## src/rtl/cfra_pkg.sv

```systemverilog
// types and constants of the contiguous free-run allocator
// used by cfra_ctrl, cfra_dp, the top level and the checker; no dependencies
package cfra_pkg;

    typedef struct packed {
        logic [1:0] kind;
        logic [2:0] row_index;
        logic [3:0] col_index;
        logic [1:0] new_state;
        logic [3:0] run_length;
    } in_item_t;

    typedef struct packed {
        logic       ok;
        logic [1:0] slot_state;
    } out_item_t;

    typedef enum logic [1:0] {
        KIND_WRITE = 2'd0,
        KIND_READ  = 2'd1,
        KIND_ALLOC = 2'd2
    } kind_t;

    localparam logic [1:0] SLOT_FREE     = 2'd0;
    localparam logic [1:0] SLOT_RESERVED = 2'd1;
    localparam logic [1:0] SLOT_TAKEN    = 2'd2;

    typedef enum logic [2:0] {
        S_IDLE,
        S_DECODE,
        S_FETCH,
        S_MODIFY,
        S_SCAN,
        S_CHECK,
        S_DONE
    } fsm_state_t;

    typedef enum logic [1:0] {
        ADDR_REQ,
        ADDR_CNT,
        ADDR_CNT_DEC
    } addr_sel_t;

    typedef enum logic [1:0] {
        RES_FAIL,
        RES_OK,
        RES_READ
    } res_sel_t;

    typedef struct packed {
        logic      load_req;
        logic      rd_en;
        addr_sel_t addr_sel;
        logic      cnt_dec;
        logic      wr_slot;
        logic      wr_run;
        logic      pend_load;
        res_sel_t  pend_sel;
        logic      out_load;
    } ctrl_cmd_t;

    typedef struct packed {
        logic [1:0] kind;
        logic       coords_ok;
        logic       state_ok;
        logic       len_ok;
        logic       hit;
        logic       cnt_zero;
        logic       out_free;
    } dp_status_t;

endpackage

```

## src/rtl/contiguous_free_run_allocator.sv

```systemverilog
// path: IDLE, DECODE, FETCH/MODIFY (write/read) or SCAN/CHECK of up to ROW_COUNT rows (allocate), DONE
// one transaction at a time; the next is taken the cycle after the output register is loaded;
// the allocate search fetches one row per cycle from the single-port row store
// reset: aresetn synchronous, active low; all slots read free afterwards through per-row valid bits
// top level; depends on cfra_pkg, cfra_ctrl and cfra_dp
module contiguous_free_run_allocator #(
    parameter int ROW_COUNT = 8,
    parameter int COL_COUNT = 10,
    parameter int MAX_RUN   = 9
) (
    input  logic                 aclk,
    input  logic                 aresetn,
    input  logic                 s_valid,
    output logic                 s_ready,
    input  cfra_pkg::in_item_t   s_item,
    output logic                 m_valid,
    input  logic                 m_ready,
    output cfra_pkg::out_item_t  m_item
);

    cfra_pkg::ctrl_cmd_t  cmd;
    cfra_pkg::dp_status_t status;

    cfra_ctrl u_ctrl (
        .aclk    (aclk),
        .aresetn (aresetn),
        .s_valid (s_valid),
        .s_ready (s_ready),
        .status  (status),
        .cmd     (cmd)
    );

    cfra_dp #(
        .ROW_COUNT (ROW_COUNT),
        .COL_COUNT (COL_COUNT),
        .MAX_RUN   (MAX_RUN)
    ) u_dp (
        .aclk    (aclk),
        .aresetn (aresetn),
        .s_item  (s_item),
        .cmd     (cmd),
        .status  (status),
        .m_ready (m_ready),
        .m_valid (m_valid),
        .m_item  (m_item)
    );

endmodule

```

## src/rtl/cfra_ctrl.sv

```systemverilog
// controller state machine of the allocator
// depends on cfra_pkg; drives the command struct into cfra_dp
module cfra_ctrl (
    input  logic                  aclk,
    input  logic                  aresetn,
    input  logic                  s_valid,
    output logic                  s_ready,
    input  cfra_pkg::dp_status_t  status,
    output cfra_pkg::ctrl_cmd_t   cmd
);

    cfra_pkg::fsm_state_t state_reg;
    cfra_pkg::fsm_state_t state_next;

    always_ff @(posedge aclk) begin
        if (!aresetn) begin
            state_reg <= cfra_pkg::S_IDLE;
        end else begin
            state_reg <= state_next;
        end
    end

    always_comb begin
        state_next = state_reg;
        unique case (state_reg)
            cfra_pkg::S_IDLE: begin
                if (s_valid) begin
                    state_next = cfra_pkg::S_DECODE;
                end
            end
            cfra_pkg::S_DECODE: begin
                unique case (status.kind)
                    cfra_pkg::KIND_WRITE: begin
                        state_next = (status.coords_ok && status.state_ok) ?
                                     cfra_pkg::S_FETCH : cfra_pkg::S_DONE;
                    end
                    cfra_pkg::KIND_READ: begin
                        state_next = status.coords_ok ? cfra_pkg::S_FETCH : cfra_pkg::S_DONE;
                    end
                    cfra_pkg::KIND_ALLOC: begin
                        state_next = status.len_ok ? cfra_pkg::S_SCAN : cfra_pkg::S_DONE;
                    end
                    default: begin
                        state_next = cfra_pkg::S_DONE;
                    end
                endcase
            end
            cfra_pkg::S_FETCH:  state_next = cfra_pkg::S_MODIFY;
            cfra_pkg::S_MODIFY: state_next = cfra_pkg::S_DONE;
            cfra_pkg::S_SCAN:   state_next = cfra_pkg::S_CHECK;
            cfra_pkg::S_CHECK: begin
                if (status.hit || status.cnt_zero) begin
                    state_next = cfra_pkg::S_DONE;
                end
            end
            cfra_pkg::S_DONE: begin
                if (status.out_free) begin
                    state_next = cfra_pkg::S_IDLE;
                end
            end
            default: state_next = cfra_pkg::S_IDLE;
        endcase
    end

    always_comb begin
        cmd          = '0;
        cmd.addr_sel = cfra_pkg::ADDR_REQ;
        cmd.pend_sel = cfra_pkg::RES_FAIL;
        s_ready      = 1'b0;
        unique case (state_reg)
            cfra_pkg::S_IDLE: begin
                s_ready      = 1'b1;
                cmd.load_req = s_valid;
            end
            cfra_pkg::S_DECODE: begin
                // rejected requests go straight to the result
                cmd.pend_load = 1'b1;
                cmd.pend_sel  = cfra_pkg::RES_FAIL;
            end
            cfra_pkg::S_FETCH: begin
                cmd.rd_en    = 1'b1;
                cmd.addr_sel = cfra_pkg::ADDR_REQ;
            end
            cfra_pkg::S_MODIFY: begin
                cmd.pend_load = 1'b1;
                if (status.kind == cfra_pkg::KIND_WRITE) begin
                    cmd.wr_slot  = 1'b1;
                    cmd.pend_sel = cfra_pkg::RES_OK;
                end else begin
                    cmd.pend_sel = cfra_pkg::RES_READ;
                end
            end
            cfra_pkg::S_SCAN: begin
                cmd.rd_en    = 1'b1;
                cmd.addr_sel = cfra_pkg::ADDR_CNT;
            end
            cfra_pkg::S_CHECK: begin
                if (status.hit) begin
                    cmd.wr_run    = 1'b1;
                    cmd.pend_load = 1'b1;
                    cmd.pend_sel  = cfra_pkg::RES_OK;
                end else if (status.cnt_zero) begin
                    cmd.pend_load = 1'b1;
                    cmd.pend_sel  = cfra_pkg::RES_FAIL;
                end else begin
                    // fetch the next lower row while this one is checked
                    cmd.rd_en    = 1'b1;
                    cmd.addr_sel = cfra_pkg::ADDR_CNT_DEC;
                    cmd.cnt_dec  = 1'b1;
                end
            end
            cfra_pkg::S_DONE: begin
                cmd.out_load = status.out_free;
            end
            default: begin
                cmd.load_req = 1'b0;
            end
        endcase
    end

endmodule

```

## src/rtl/cfra_dp.sv

```systemverilog
// datapath of the allocator: request register, row store, window search, result registers
// depends on cfra_pkg; commanded by cfra_ctrl
module cfra_dp #(
    parameter int ROW_COUNT = 8,
    parameter int COL_COUNT = 10,
    parameter int MAX_RUN   = 9
) (
    input  logic                  aclk,
    input  logic                  aresetn,
    input  cfra_pkg::in_item_t    s_item,
    input  cfra_pkg::ctrl_cmd_t   cmd,
    output cfra_pkg::dp_status_t  status,
    input  logic                  m_ready,
    output logic                  m_valid,
    output cfra_pkg::out_item_t   m_item
);

    localparam int ROW_W = (ROW_COUNT > 1) ? $clog2(ROW_COUNT) : 1;
    localparam int COL_W = (COL_COUNT > 1) ? $clog2(COL_COUNT) : 1;

    typedef logic [COL_COUNT-1:0][1:0] row_t;

    cfra_pkg::in_item_t  req_reg;
    logic [ROW_W-1:0]    cnt_reg;
    logic [ROW_W-1:0]    row_addr;
    logic [COL_W-1:0]    col_addr;
    logic [ROW_W-1:0]    rd_addr;
    logic [ROW_W-1:0]    wr_addr;
    logic                wr_en;
    row_t                wr_row;

    row_t                mem [ROW_COUNT];
    logic [ROW_COUNT-1:0] row_valid_reg;
    row_t                rd_raw_reg;
    logic                rd_valid_reg;
    row_t                rd_row;

    logic [COL_COUNT-1:0] free_vec;
    logic [COL_COUNT-1:0] win_ok;
    logic [COL_COUNT-1:0] run_mask;
    logic                 hit;

    cfra_pkg::out_item_t pend_reg;
    cfra_pkg::out_item_t pend_next;
    cfra_pkg::out_item_t out_item_reg;
    logic                out_valid_reg;

    // request and row counter
    always_ff @(posedge aclk) begin
        if (cmd.load_req) begin
            req_reg <= s_item;
            cnt_reg <= ROW_W'(ROW_COUNT - 1);
        end else if (cmd.cnt_dec) begin
            cnt_reg <= cnt_reg - ROW_W'(1);
        end
    end

    assign row_addr = ROW_W'(req_reg.row_index);
    assign col_addr = COL_W'(req_reg.col_index);

    always_comb begin
        unique case (cmd.addr_sel)
            cfra_pkg::ADDR_REQ:     rd_addr = row_addr;
            cfra_pkg::ADDR_CNT:     rd_addr = cnt_reg;
            cfra_pkg::ADDR_CNT_DEC: rd_addr = cnt_reg - ROW_W'(1);
            default:                rd_addr = cnt_reg;
        endcase
    end

    assign wr_en   = cmd.wr_slot || cmd.wr_run;
    assign wr_addr = cmd.wr_run ? cnt_reg : row_addr;

    // row store, one row per entry, registered read
    always_ff @(posedge aclk) begin
        if (cmd.rd_en) begin
            rd_raw_reg   <= mem[rd_addr];
            rd_valid_reg <= row_valid_reg[rd_addr];
        end
        if (wr_en) begin
            mem[wr_addr] <= wr_row;
        end
    end

    // a row never written since reset reads as all free
    always_ff @(posedge aclk) begin
        if (!aresetn) begin
            row_valid_reg <= '0;
        end else if (wr_en) begin
            row_valid_reg[wr_addr] <= 1'b1;
        end
    end

    assign rd_row = rd_valid_reg ? rd_raw_reg : '0;

    // all window ends of the fetched row checked at once
    always_comb begin
        for (int c = 0; c < COL_COUNT; c++) begin
            free_vec[c] = (rd_row[c] == cfra_pkg::SLOT_FREE);
        end
        for (int e = 0; e < COL_COUNT; e++) begin
            win_ok[e] = 1'b1;
            for (int i = 0; i < MAX_RUN; i++) begin
                if (i < int'(req_reg.run_length)) begin
                    if (e - i < 0) begin
                        win_ok[e] = 1'b0;
                    end else if (!free_vec[e - i]) begin
                        win_ok[e] = 1'b0;
                    end
                end
            end
        end
        // rightmost fitting end wins
        hit      = 1'b0;
        run_mask = '0;
        for (int e = 0; e < COL_COUNT; e++) begin
            if (win_ok[e]) begin
                hit = 1'b1;
                for (int c = 0; c < COL_COUNT; c++) begin
                    run_mask[c] = (c <= e) && (c > e - int'(req_reg.run_length));
                end
            end
        end
    end

    always_comb begin
        wr_row = rd_row;
        if (cmd.wr_run) begin
            for (int c = 0; c < COL_COUNT; c++) begin
                if (run_mask[c]) begin
                    wr_row[c] = cfra_pkg::SLOT_TAKEN;
                end
            end
        end else begin
            wr_row[col_addr] = req_reg.new_state;
        end
    end

    // status toward the controller
    always_comb begin
        status.kind      = req_reg.kind;
        status.coords_ok = (32'(req_reg.row_index) < ROW_COUNT) &&
                           (32'(req_reg.col_index) < COL_COUNT);
        status.state_ok  = (req_reg.new_state <= cfra_pkg::SLOT_TAKEN);
        status.len_ok    = (req_reg.run_length != 4'd0) &&
                           (32'(req_reg.run_length) <= MAX_RUN) &&
                           (32'(req_reg.run_length) <= COL_COUNT);
        status.hit       = hit;
        status.cnt_zero  = (cnt_reg == '0);
        status.out_free  = !out_valid_reg || m_ready;
    end

    // result waiting for the output register
    always_comb begin
        unique case (cmd.pend_sel)
            cfra_pkg::RES_OK: begin
                pend_next.ok         = 1'b1;
                pend_next.slot_state = cfra_pkg::SLOT_FREE;
            end
            cfra_pkg::RES_READ: begin
                pend_next.ok         = 1'b1;
                pend_next.slot_state = rd_row[col_addr];
            end
            default: begin
                pend_next.ok         = 1'b0;
                pend_next.slot_state = cfra_pkg::SLOT_FREE;
            end
        endcase
    end

    always_ff @(posedge aclk) begin
        if (cmd.pend_load) begin
            pend_reg <= pend_next;
        end
        if (cmd.out_load) begin
            out_item_reg <= pend_reg;
        end
    end

    always_ff @(posedge aclk) begin
        if (!aresetn) begin
            out_valid_reg <= 1'b0;
        end else if (cmd.out_load) begin
            out_valid_reg <= 1'b1;
        end else if (m_ready) begin
            out_valid_reg <= 1'b0;
        end
    end

    assign m_valid = out_valid_reg;
    assign m_item  = out_item_reg;

endmodule

```

## config.mk

```make
export PLATFORM = sky130hd
export DESIGN_NAME = contiguous_free_run_allocator
export DESIGN_NICKNAME = d
export VERILOG_FILES = /design/src/rtl/cfra_pkg.sv /design/src/rtl/contiguous_free_run_allocator.sv /design/src/rtl/cfra_ctrl.sv /design/src/rtl/cfra_dp.sv
export SDC_FILE = /design/constraint.sdc
export NUM_CORES = 1
export LEC_CHECK = 0
export BUFFER_PORTS_ARGS = -buffer_cell sky130_fd_sc_hd__buf_2
export CORE_MARGIN = 5
export CORE_UTILIZATION = 45
export CTS_CLUSTER_SIZE = 24
export DETAILED_ROUTE_END_ITERATION = 10
export PLACE_DENSITY = 0.66
export SLEW_MARGIN = 15
export SYNTH_ARGS = -nofsm -noshare
export SYNTH_HDL_FRONTEND = slang
export SYNTH_HIERARCHICAL = 1
export SYNTH_SLANG_ARGS = --single-unit
```

## constraint.sdc

```tcl
create_clock -name aclk -period 6.97 [get_ports aclk]
set_clock_uncertainty 0.05 [all_clocks]
set_input_delay 0.3485 -clock aclk [delete_from_list [all_inputs] [get_ports aclk]]
set_output_delay 0.3485 -clock aclk [all_outputs]
set_load 0.01 [all_outputs]
```

* Word-level counts from Yosys, hierarchy flattened
Memories as Yosys holds them, arrays and structs flattened. A register that Yosys moved wholly into a read port is not among the register bits.
Index checks and enable logic that the tools add are counted.
** Storage, ports and cells
- Register bits :: 37
- Memory bits (writable) :: 160
- Output and inout bits :: 5
- Word-level logic and storage cells :: 355
- Memories kept :: 1
** Cells by class
- Add/subtract/negate cells :: 11
- Order comparisons :: 73
- Equal/unequal tests :: 14
- Muxes and demuxes :: 215
- Bitwise logic cells :: 1
- Reductions and logical operators :: 26
** Memory list
- u_dp.mem :: depth 8, width 20, rd ports 1, clocked after memory_dff 1, write ports 1, RTL line cfra_dp.sv:32 : row_t mem [ROW_COUNT];
** Operator list (count)
- $gt A4 B32 Y1 const A :: 18
- $gt A3 B32 Y1 const A :: 15
- $gt A1 B32 Y1 const A :: 10
- $gt A2 B32 Y1 const A :: 9
- $mux W1 :: 169
- $gt A5 B32 Y1 const A :: 3
- $mux W20 :: 2
- $mux W2 :: 15
- $mux W3 :: 9
- $pmux W3 S3 :: 3
- $logic_not A2 Y1 :: 12
- $pmux W3 S7 :: 1
- $bwmux W20 :: 1
- $sub A3 B4 Y5 const A :: 4
- $lt A3 B4 Y1 const A :: 4
- $mux W4 :: 3
- $pmux W3 S2 :: 2
- $mux W10 :: 1
- $sub A1 B4 Y5 const A :: 2
- $sub A2 B4 Y5 const A :: 2
- $sub A4 B4 Y5 const A :: 2
- $eq A3 B3 Y1 const B :: 3
- $mux W9 :: 1
- $bmux W2 S4 :: 1
- other kinds (32) :: 48

* Depth between registers and ports, before layout
Gate-level depths: netlist of run 1.
- Word-level depth :: 30
- Mapped depth :: 24
- Gate-level depth less buffers :: 18

* Modules after synthesis
The synthesis of run 1 kept the hierarchy.
** Modules (own cells, without submodules)
- cfra_dp :: times used 1, cells an instance 1113, area an instance 11243.3 sq um, sequential area each 6306.0 sq um
- cfra_ctrl :: times used 1, cells an instance 41, area an instance 309.0 sq um, sequential area each 60.1 sq um

* Worst setup path before layout of run 1
OpenSTA, ideal clock, no wires.
- Path type :: register -> register
- From :: register u_dp/req_reg[1] (netlist name)
- To :: memory u_dp/mem[0][0] (netlist name) (enable)
- Setup time :: 398 ps
- Arrival time :: 4389 ps
- Required time :: 6522 ps
- Path slack :: 2133 ps
- Stages on the path, launching flop included :: 18
- Path through :: edfxtp_1 -> inv_1 -> ha_1 -> ha_1 -> buf_6 -> nor2b_4 -> nor2_2 -> a2111o_1 -> nor2_2 -> buf_6 -> nor4_1 -> nand4_1 -> buf_4 -> and3_4 -> clkbuf_1 -> clkbuf_1 -> a31oi_1 -> nor2_1
** RTL lines
- start: declaration :: RTL line cfra_dp.sv:23 : cfra_pkg::in_item_t req_reg;
- start signal: assignment :: RTL line cfra_dp.sv:51 : req_reg <= s_item;
- end: declaration :: RTL line cfra_dp.sv:32

==> impl_metrics.env, run 1 <==
export IMPL_reg2reg_to="u_dp/rd_raw_reg[1]$_DFFE_PP_"
export IMPL_die_area_sq_um=29000
export IMPL_layout_common_cells="nand2_1, edfxtp_1, nand3_1, nor2_1, a21oi_1"
export IMPL_outcome="complete, no violations"
export IMPL_drcViolationCount=0
export IMPL_multi_input_area_sq_um=4780
export IMPL_synth_edf_count=202
export IMPL_clockPowerShare_pct=24.6
export IMPL_yosysWarnings=6
export IMPL_clk_pin_slew_ns=0.06
export IMPL_hold_end="u_ctrl/state_reg[0]$_SDFFE_PN0P_"
export IMPL_worstPathRequired_ns=7.26
export IMPL_ys_async_sr_fraction_pct=0
export IMPL_worst_slack_ns=0.983
export IMPL_netlist_area_sq_um=11600
export IMPL_maxCapViolCount=0
export IMPL_netlist_cell_type_count=92
export IMPL_die_height_um=170
export IMPL_grt_pass1_vias=8348
export IMPL_diodes=0
export IMPL_pwr_share_comb_pct=35.2
export IMPL_gp_congestion=0.997
export IMPL_via_count=8979
export IMPL_wl_um=31600
export IMPL_cts_tree="yes"
export IMPL_grt_max_degree=85
export IMPL_ant_nets=0
export IMPL_p_leak_nw=4.54
export IMPL_cts_buffer_depth=3
export IMPL_cts_sinks=217
export IMPL_path_max_fanout=34
export IMPL_syn_instance_count=1154
export IMPL_layout_commonest_cell="nand2_1"
export IMPL_rsz0062_at_grt="no"
export IMPL_seqPwrFrac_pct=40.2
export IMPL_sw_frac_of_total_pct=37.7
export IMPL_syn_nets=1197
export IMPL_clk_latency_ns=0.52
export IMPL_crit_type="register to register"
export IMPL_seq_area_sq_um=6370
export IMPL_wl_per_cell_um=21.0
export IMPL_layout_min_cycle_time_ns=5.99
export IMPL_cts_root_buffer="clkbuf_16"
export IMPL_yosysTopAreaCell="edfxtp_1"
export IMPL_grt_util_all_layers_pct=21.5
export IMPL_layout_drive_gt1_share_pct=10.7
export IMPL_ys_flop_type="edfxtp_1"
export IMPL_dp_hpwl_um=20000
export IMPL_p_int_mw=2.86
export IMPL_synth_area_per_cell_sq_um=10.0
export IMPL_tns_ns=0
export IMPL_max_vdd_ir_drop_v=0.000210
export IMPL_r2r_cells=18
export IMPL_fmax_mhz=167
export IMPL_worstMarginPinSlew_ns=0.963
export IMPL_seq_area_frac_synth_pct=55.1
export IMPL_relSlewSlack_pct=35.5
export IMPL_dp_slack_ns=1.06
export IMPL_io_pins=24
export IMPL_start_util_pct=45.7
export IMPL_core_sq_um=25300
export IMPL_r2r_start="u_dp/req_reg[1]$_DFFE_PP_"
export IMPL_synth_top_area_share_pct=52.5
export IMPL_arrival_ns=6.27
export IMPL_area_growth_pct=10.8
export IMPL_routed_via_density=5.97
export IMPL_startpoint_type="register"
export IMPL_chipWidth_um=170
export IMPL_p_sw_mw=1.73
export IMPL_yosys_top_cells_area="edfxtp_1, nand2_1, nand3_1"
export IMPL_dpl_instance_area_sq_um=11900
export IMPL_crit_path_end_kind="register"
export IMPL_grt_pass1_wl_um=49200
export IMPL_port_buffers=23
export IMPL_ys_seq_elements=217
export IMPL_min_path_type="primary input to register"
export IMPL_largest_register_ff_count=160
export IMPL_hold_viol_final=0
export IMPL_whs_path_depth=3
export IMPL_final_period_utilization_pct=85.9
export IMPL_rows=58
export IMPL_cts_buffers=23
export IMPL_first_pass_iters=7
export IMPL_layout_nets=1202
export IMPL_setup_viol=0
export IMPL_htree_num_levels=1
export IMPL_r2r_setup_slack_ns=0.98
export IMPL_antenna_found_initial=0
export IMPL_overflow=0
export IMPL_slew_viol_final=0
export IMPL_min_from="s_valid"
export IMPL_n_fill_cell=2304
export IMPL_final_area_sq_um=12800
export IMPL_power_density_nw_per_um2=359
export IMPL_drtIter0Drc=1076
==> critical path, cell delays in order (launching register included) <==
cell	delay, ns
edfxtp_1	0.59
inv_1	0.29
ha_1	0.42
ha_1	0.38
nand2b_1	0.40
o22ai_1	0.29
a211oi_2	0.06
and3_1	0.28
nor4_1	0.41
nand4_1	0.22
nor2_1	0.29
and3_1	0.32
nor3b_1	0.42
a221o_2	0.69
buf_12	0.27
nand2_1	0.08
nand3_1	0.08
nand2_1	0.06
o21ai_0	0.14
==> cells in the mapped netlist (5+ instances only) <==
cell / n
a22oi_1: 5
edfxtp_1: 202
a21o_1: 5
ha_1: 24
buf_1: 12
o22ai_1: 9
o211ai_1: 9
clkbuf_1: 45
nand3_1: 122
buf_6: 5
buf_2: 8
nor4_1: 5
nor2_1: 72
and3_1: 7
inv_1: 18
o21a_1: 14
o21ai_1: 10
a211oi_1: 6
mux2i_1: 6
nand2b_1: 11
o311a_1: 6
dfxtp_1: 15
o31ai_1: 7
buf_4: 10
a31oi_1: 14
o21ai_0: 55
nand2_1: 243
nor2b_1: 12
nor3_1: 23
a21oi_1: 56
==> how the worst max path moves through the flow <==
stage / from / to / slack, ns / cells past startpoint
2_1_floorplan: u_dp/req_reg[1]$_DFFE_PP_ / u_dp/mem[0][0]$_DFFE_PP_ / 2.13 / 17
3_3_place_gp: u_dp/req_reg[1]$_DFFE_PP_ / u_dp/rd_raw_reg[4]$_DFFE_PP_ / 1.22 / 18
3_5_place_dp: u_dp/req_reg[1]$_DFFE_PP_ / u_dp/rd_valid_reg$_DFFE_PP_ / 1.06 / 18
4_1_cts: u_dp/req_reg[1]$_DFFE_PP_ / u_dp/rd_raw_reg[1]$_DFFE_PP_ / 1.03 / 18
5_1_grt: u_dp/req_reg[1]$_DFFE_PP_ / u_dp/rd_raw_reg[4]$_DFFE_PP_ / 0.37 / 19
6_report: u_dp/req_reg[1]$_DFFE_PP_ / u_dp/rd_raw_reg[1]$_DFFE_PP_ / 0.98 / 18
==> final cells by class <==
cell class | instances | area share (%)
sequential | 217 | 49.8
multi-input combinational | 836 | 37.4
clock buffer | 30 | 4.86
timing repair buffer | 60 | 3.56
tap | 330 | 3.23
inverter | 21 | 0.636
clock inverter | 11 | 0.597
==> per-layer routing <==
layer  global-route usage [%]  up-vias  wire [um]
li1                         -     4246          -
met1                     31.2     4312      14100
met2                     34.6      368      14800
met3                     2.79       53       2130
met4                     5.24        0        563
met5                        0        -          0
==> repair_timing <==
item | in CTS | in global routing
resized for setup | 0 | 0
hold buffers | 15 | 0
endpoints found under the hold margin | 15 | 0
setup buffers | 0 | 0
==> cells by family (layout without fill, tap and decap cells) <==
group | Yosys count | count (layout) | synth area share (%)
mux | 10 | 10 | 1.10
fa+ha+maj | 25 | 25 | 2.69
simple gates | 545 | 545 | 22.2
compound gates | 254 | 254 | 14.8
xor+xnor | 2 | 2 | 0.152
flops | 217 | 217 | 55.1
buf+inv | 101 | 122 | 4.04
==> per-stage QoR <==
| stage | utilization (%) | power (mW) | std cells | hold slack [ns] |
|---|---|---|---|---|
| 6_report | 50.7 | 4.59 | 1505 | 0.101 |
| 3_5_place_dp | 47.3 | 3.45 | 1449 | 0.368 |
| 5_1_grt | 50.7 | 4.85 | 1505 | 0.117 |
| 3_3_place_gp | 47.3 | 3.44 | 1449 | 0.354 |
| 4_1_cts | 50.7 | 4.59 | 1505 | 0.0956 |
| 2_1_floorplan | - | 2.96 | 1154 | 0.350 |
==> power by group through the flow <==
stage                     logic [mW]  registers (mW)  clock network (mW)
after floorplan                 1.18            1.77                   0
after global placement          1.58            1.86                   0
after detailed placement        1.58            1.86                   0
after CTS                       1.60            1.84                1.16
after global routing            1.78            1.85                1.22
final                           1.62            1.84                1.13
Power figures use the tool's default switching activity.
==> run 2: changes to the inputs <==
--- a/config.mk
+++ b/config.mk
@@ -5,6 +5,7 @@
 export SDC_FILE = /design/constraint.sdc
 export NUM_CORES = 1
 export LEC_CHECK = 0
+export ABC_AREA = 1
 export BUFFER_PORTS_ARGS = -buffer_cell sky130_fd_sc_hd__buf_2
 export CORE_MARGIN = 5
 export CORE_UTILIZATION = 45
==> impl_metrics.env, run 2 <==
export IMPL_min_path_type="primary input to register"
export IMPL_power_density_nw_per_um2=311
export IMPL_first_pass_iters=6
export IMPL_port_buffers=23
export IMPL_wl_um=30600
export IMPL_crit_type="register to register"
export IMPL_fmax_mhz=166
export IMPL_yosysWarnings=6
export IMPL_dp_cells=1560
export IMPL_grt_max_degree=85
export IMPL_min_from="aresetn"
export IMPL_startpoint_type="register"
export IMPL_syn_nets=1286
export IMPL_synth_top_area_share_pct=53.2
export IMPL_outcome="complete, no violations"
export IMPL_core_sq_um=25000
export IMPL_cp_slowest_cell="inv_2"
export IMPL_worstMarginPinSlew_ns=1.08
export IMPL_io_pins=24
export IMPL_ys_flop_type="edfxtp_1"
export IMPL_post_cts_setup_buffer_count=0
export IMPL_netlist_cell_type_count=46
export IMPL_r2r_start="u_dp/req_reg[2]$_DFFE_PP_"
export IMPL_reg2reg_to="u_dp/rd_raw_reg[14]$_DFFE_PP_"
export IMPL_wl_met1_um=13700
export IMPL_clk_latency_ns=0.52
export IMPL_wl_per_cell_um=18.9
export IMPL_cts_resized_gates=0
export IMPL_instances_no_fill=1615
export IMPL_syn_instance_count=1243
export IMPL_final_period_utilization_pct=86.3
export IMPL_max_vdd_ir_drop_v=0.000269
export IMPL_cts_root_buffer="clkbuf_16"
export IMPL_hold_end="u_ctrl/state_reg[2]$_SDFFE_PN0P_"
export IMPL_maxUsedRoutingLayer="met4"
export IMPL_routed_via_density=5.59
export IMPL_antenna_found_initial=0
export IMPL_r2r_setup_slack_ns=0.96
export IMPL_cts_tree="yes"
export IMPL_dp_hpwl_um=20300
export IMPL_path_max_fanout=69
export IMPL_layout_min_cycle_time_ns=6.01
export IMPL_die_area_sq_um=28600
export IMPL_ant_nets=0
export IMPL_rows=58
export IMPL_yosys_top_cells_area="edfxtp_1, nor2_1, nand2_1"
export IMPL_maxCapViolCount=0
export IMPL_drcViolationCount=0
export IMPL_hold_viol_final=0
export IMPL_clk_pin_slew_ns=0.06
export IMPL_arrival_ns=6.32
export IMPL_route_met2_wl_um=14100
export IMPL_layout_drive_gt1_share_pct=10.7
export IMPL_layout_commonest_cell="nor2_1"
export IMPL_grt_pass1_vias=8538
export IMPL_via_count=9032
export IMPL_max_stage_delay_ns=0.76
export IMPL_slew_viol_final=0
export IMPL_synth_most_common_cell="nor2_1"
export IMPL_cts_sinks=217
export IMPL_crit_top_cell="nor2_1"
export IMPL_start_util_pct=45.5
export IMPL_crit_path_end_kind="register"
export IMPL_cts_buffers=23
export IMPL_synth_common_cells="nor2_1, edfxtp_1, nand2_1"
export IMPL_area_growth_pct=11.6
export IMPL_layout_nets=1313
export IMPL_die_height_um=169
export IMPL_p_leak_nw=4.87
export IMPL_htree_num_levels=1
export IMPL_wl_met3_um=1960
export IMPL_netlist_area_sq_um=11400
export IMPL_rsz0062_at_grt="no"
export IMPL_setup_viol=0
export IMPL_grt_pass1_wl_um=47900
export IMPL_n_fill_cell=2303
export IMPL_chipWidth_um=169
export IMPL_whs_path_depth=3
export IMPL_cts_buffer_depth=3
export IMPL_ys_async_sr_fraction_pct=0
export IMPL_overflow=0
export IMPL_tns_ns=0
export IMPL_gp_congestion=0.916
export IMPL_r2r_cells=25
export IMPL_grt_util_all_layers_pct=21.0
export IMPL_worstPathRequired_ns=7.28
export IMPL_ys_seq_elements=217
export IMPL_relSlewSlack_pct=27.8
export IMPL_layout_common_cells="nor2_1, edfxtp_1, nand2_1, o21ai_0, inv_1"
export IMPL_synth_edf_count=202
export IMPL_yosysTopAreaCell="edfxtp_1"
export IMPL_largest_register_ff_count=160
export IMPL_diodes=0
export IMPL_drtIter0Drc=957
export IMPL_synth_area_per_cell_sq_um=9.17
export IMPL_seq_area_frac_synth_pct=55.8
## run 2: how the worst max path moves through the flow
stage	from	endpoint
after floorplan	u_dp/req_reg[1]$_DFFE_PP_	u_dp/mem[0][0]$_DFFE_PP_
after global placement	u_dp/req_reg[2]$_DFFE_PP_	u_dp/rd_raw_reg[15]$_DFFE_PP_
after detailed placement	u_dp/req_reg[2]$_DFFE_PP_	u_dp/rd_raw_reg[14]$_DFFE_PP_
after CTS	u_dp/req_reg[2]$_DFFE_PP_	u_dp/rd_raw_reg[14]$_DFFE_PP_
after global routing	u_dp/req_reg[2]$_DFFE_PP_	u_dp/rd_raw_reg[17]$_DFFE_PP_
final	u_dp/req_reg[2]$_DFFE_PP_	u_dp/rd_raw_reg[14]$_DFFE_PP_
## run 2: cells by family after synthesis
family / Yosys count / synth area share [%]
fa+ha+maj: 24 / 2.63
buf+inv: 184 / 6.73
compound gates: 320 / 16.4
flops: 217 / 55.8
xor+xnor: 3 / 0.230
simple gates: 495 / 18.2
## run 2: final cells by class
class	count	area, sq um	area share (%)
Clock buffer	34	658	5.17
Inverter	130	488	3.83
Tap cell	330	413	3.24
Multi-Input combinational cell	842	4330	34.0
Timing Repair Buffer	56	400	3.15
Clock inverter	6	72.6	0.570
Sequential cell	217	6370	50.0
## run 2: critical path: cells and delay by family (launching register included)
kind                     cells  cell delay [ns]
buffers and inverters        7             2.05
adder cells (fa/ha/maj)      2             0.62
flip-flops                   1             0.73
AND/OR/NAND/NOR             12             1.82
AO/OA/AOI/OAI                4             0.50
## run 2: through the flow
stage | util [%] | area, sq um | worst slack (ns) | power [mW] | hold WS (ns)
after global placement | 47.3 | 11800 | 1.35 | 2.77 | 0.383
after global routing | 50.8 | 12700 | 0.442 | 4.17 | 0.0395
final | 50.8 | 12700 | 0.955 | 3.96 | 0.0467
after detailed placement | 47.3 | 11800 | 1.09 | 2.78 | 0.366
after floorplan | - | 11400 | 2.42 | 2.46 | 0.350
after CTS | 50.8 | 12700 | 1.04 | 3.97 | 0.0240
## run 2: repair_timing
| item | CTS | global route |
|---|---|---|
| hold buffers | 15 | 0 |
| endpoints found under the setup margin | 0 | 0 |
| hold endpoints to repair | 15 | 0 |
## run 2: per-layer routing
metal / up-vias / GRT usage [%]
met1: 4287 / 29.9
met3: 59 / 2.63
met2: 324 / 33.8
met4: 0 / 6.86
met5: - / 0
li1: 4362 / -
## run 2: power by group
| group | total [mW] | internal (mW) | switching, mW |
|---|---|---|---|
| logic | 1.13 | 0.321 | 0.811 |
| clock network | 1.18 | 0.694 | 0.486 |
| registers | 1.65 | 1.59 | 0.0651 |
| total | 3.96 | 2.60 | 1.36 |
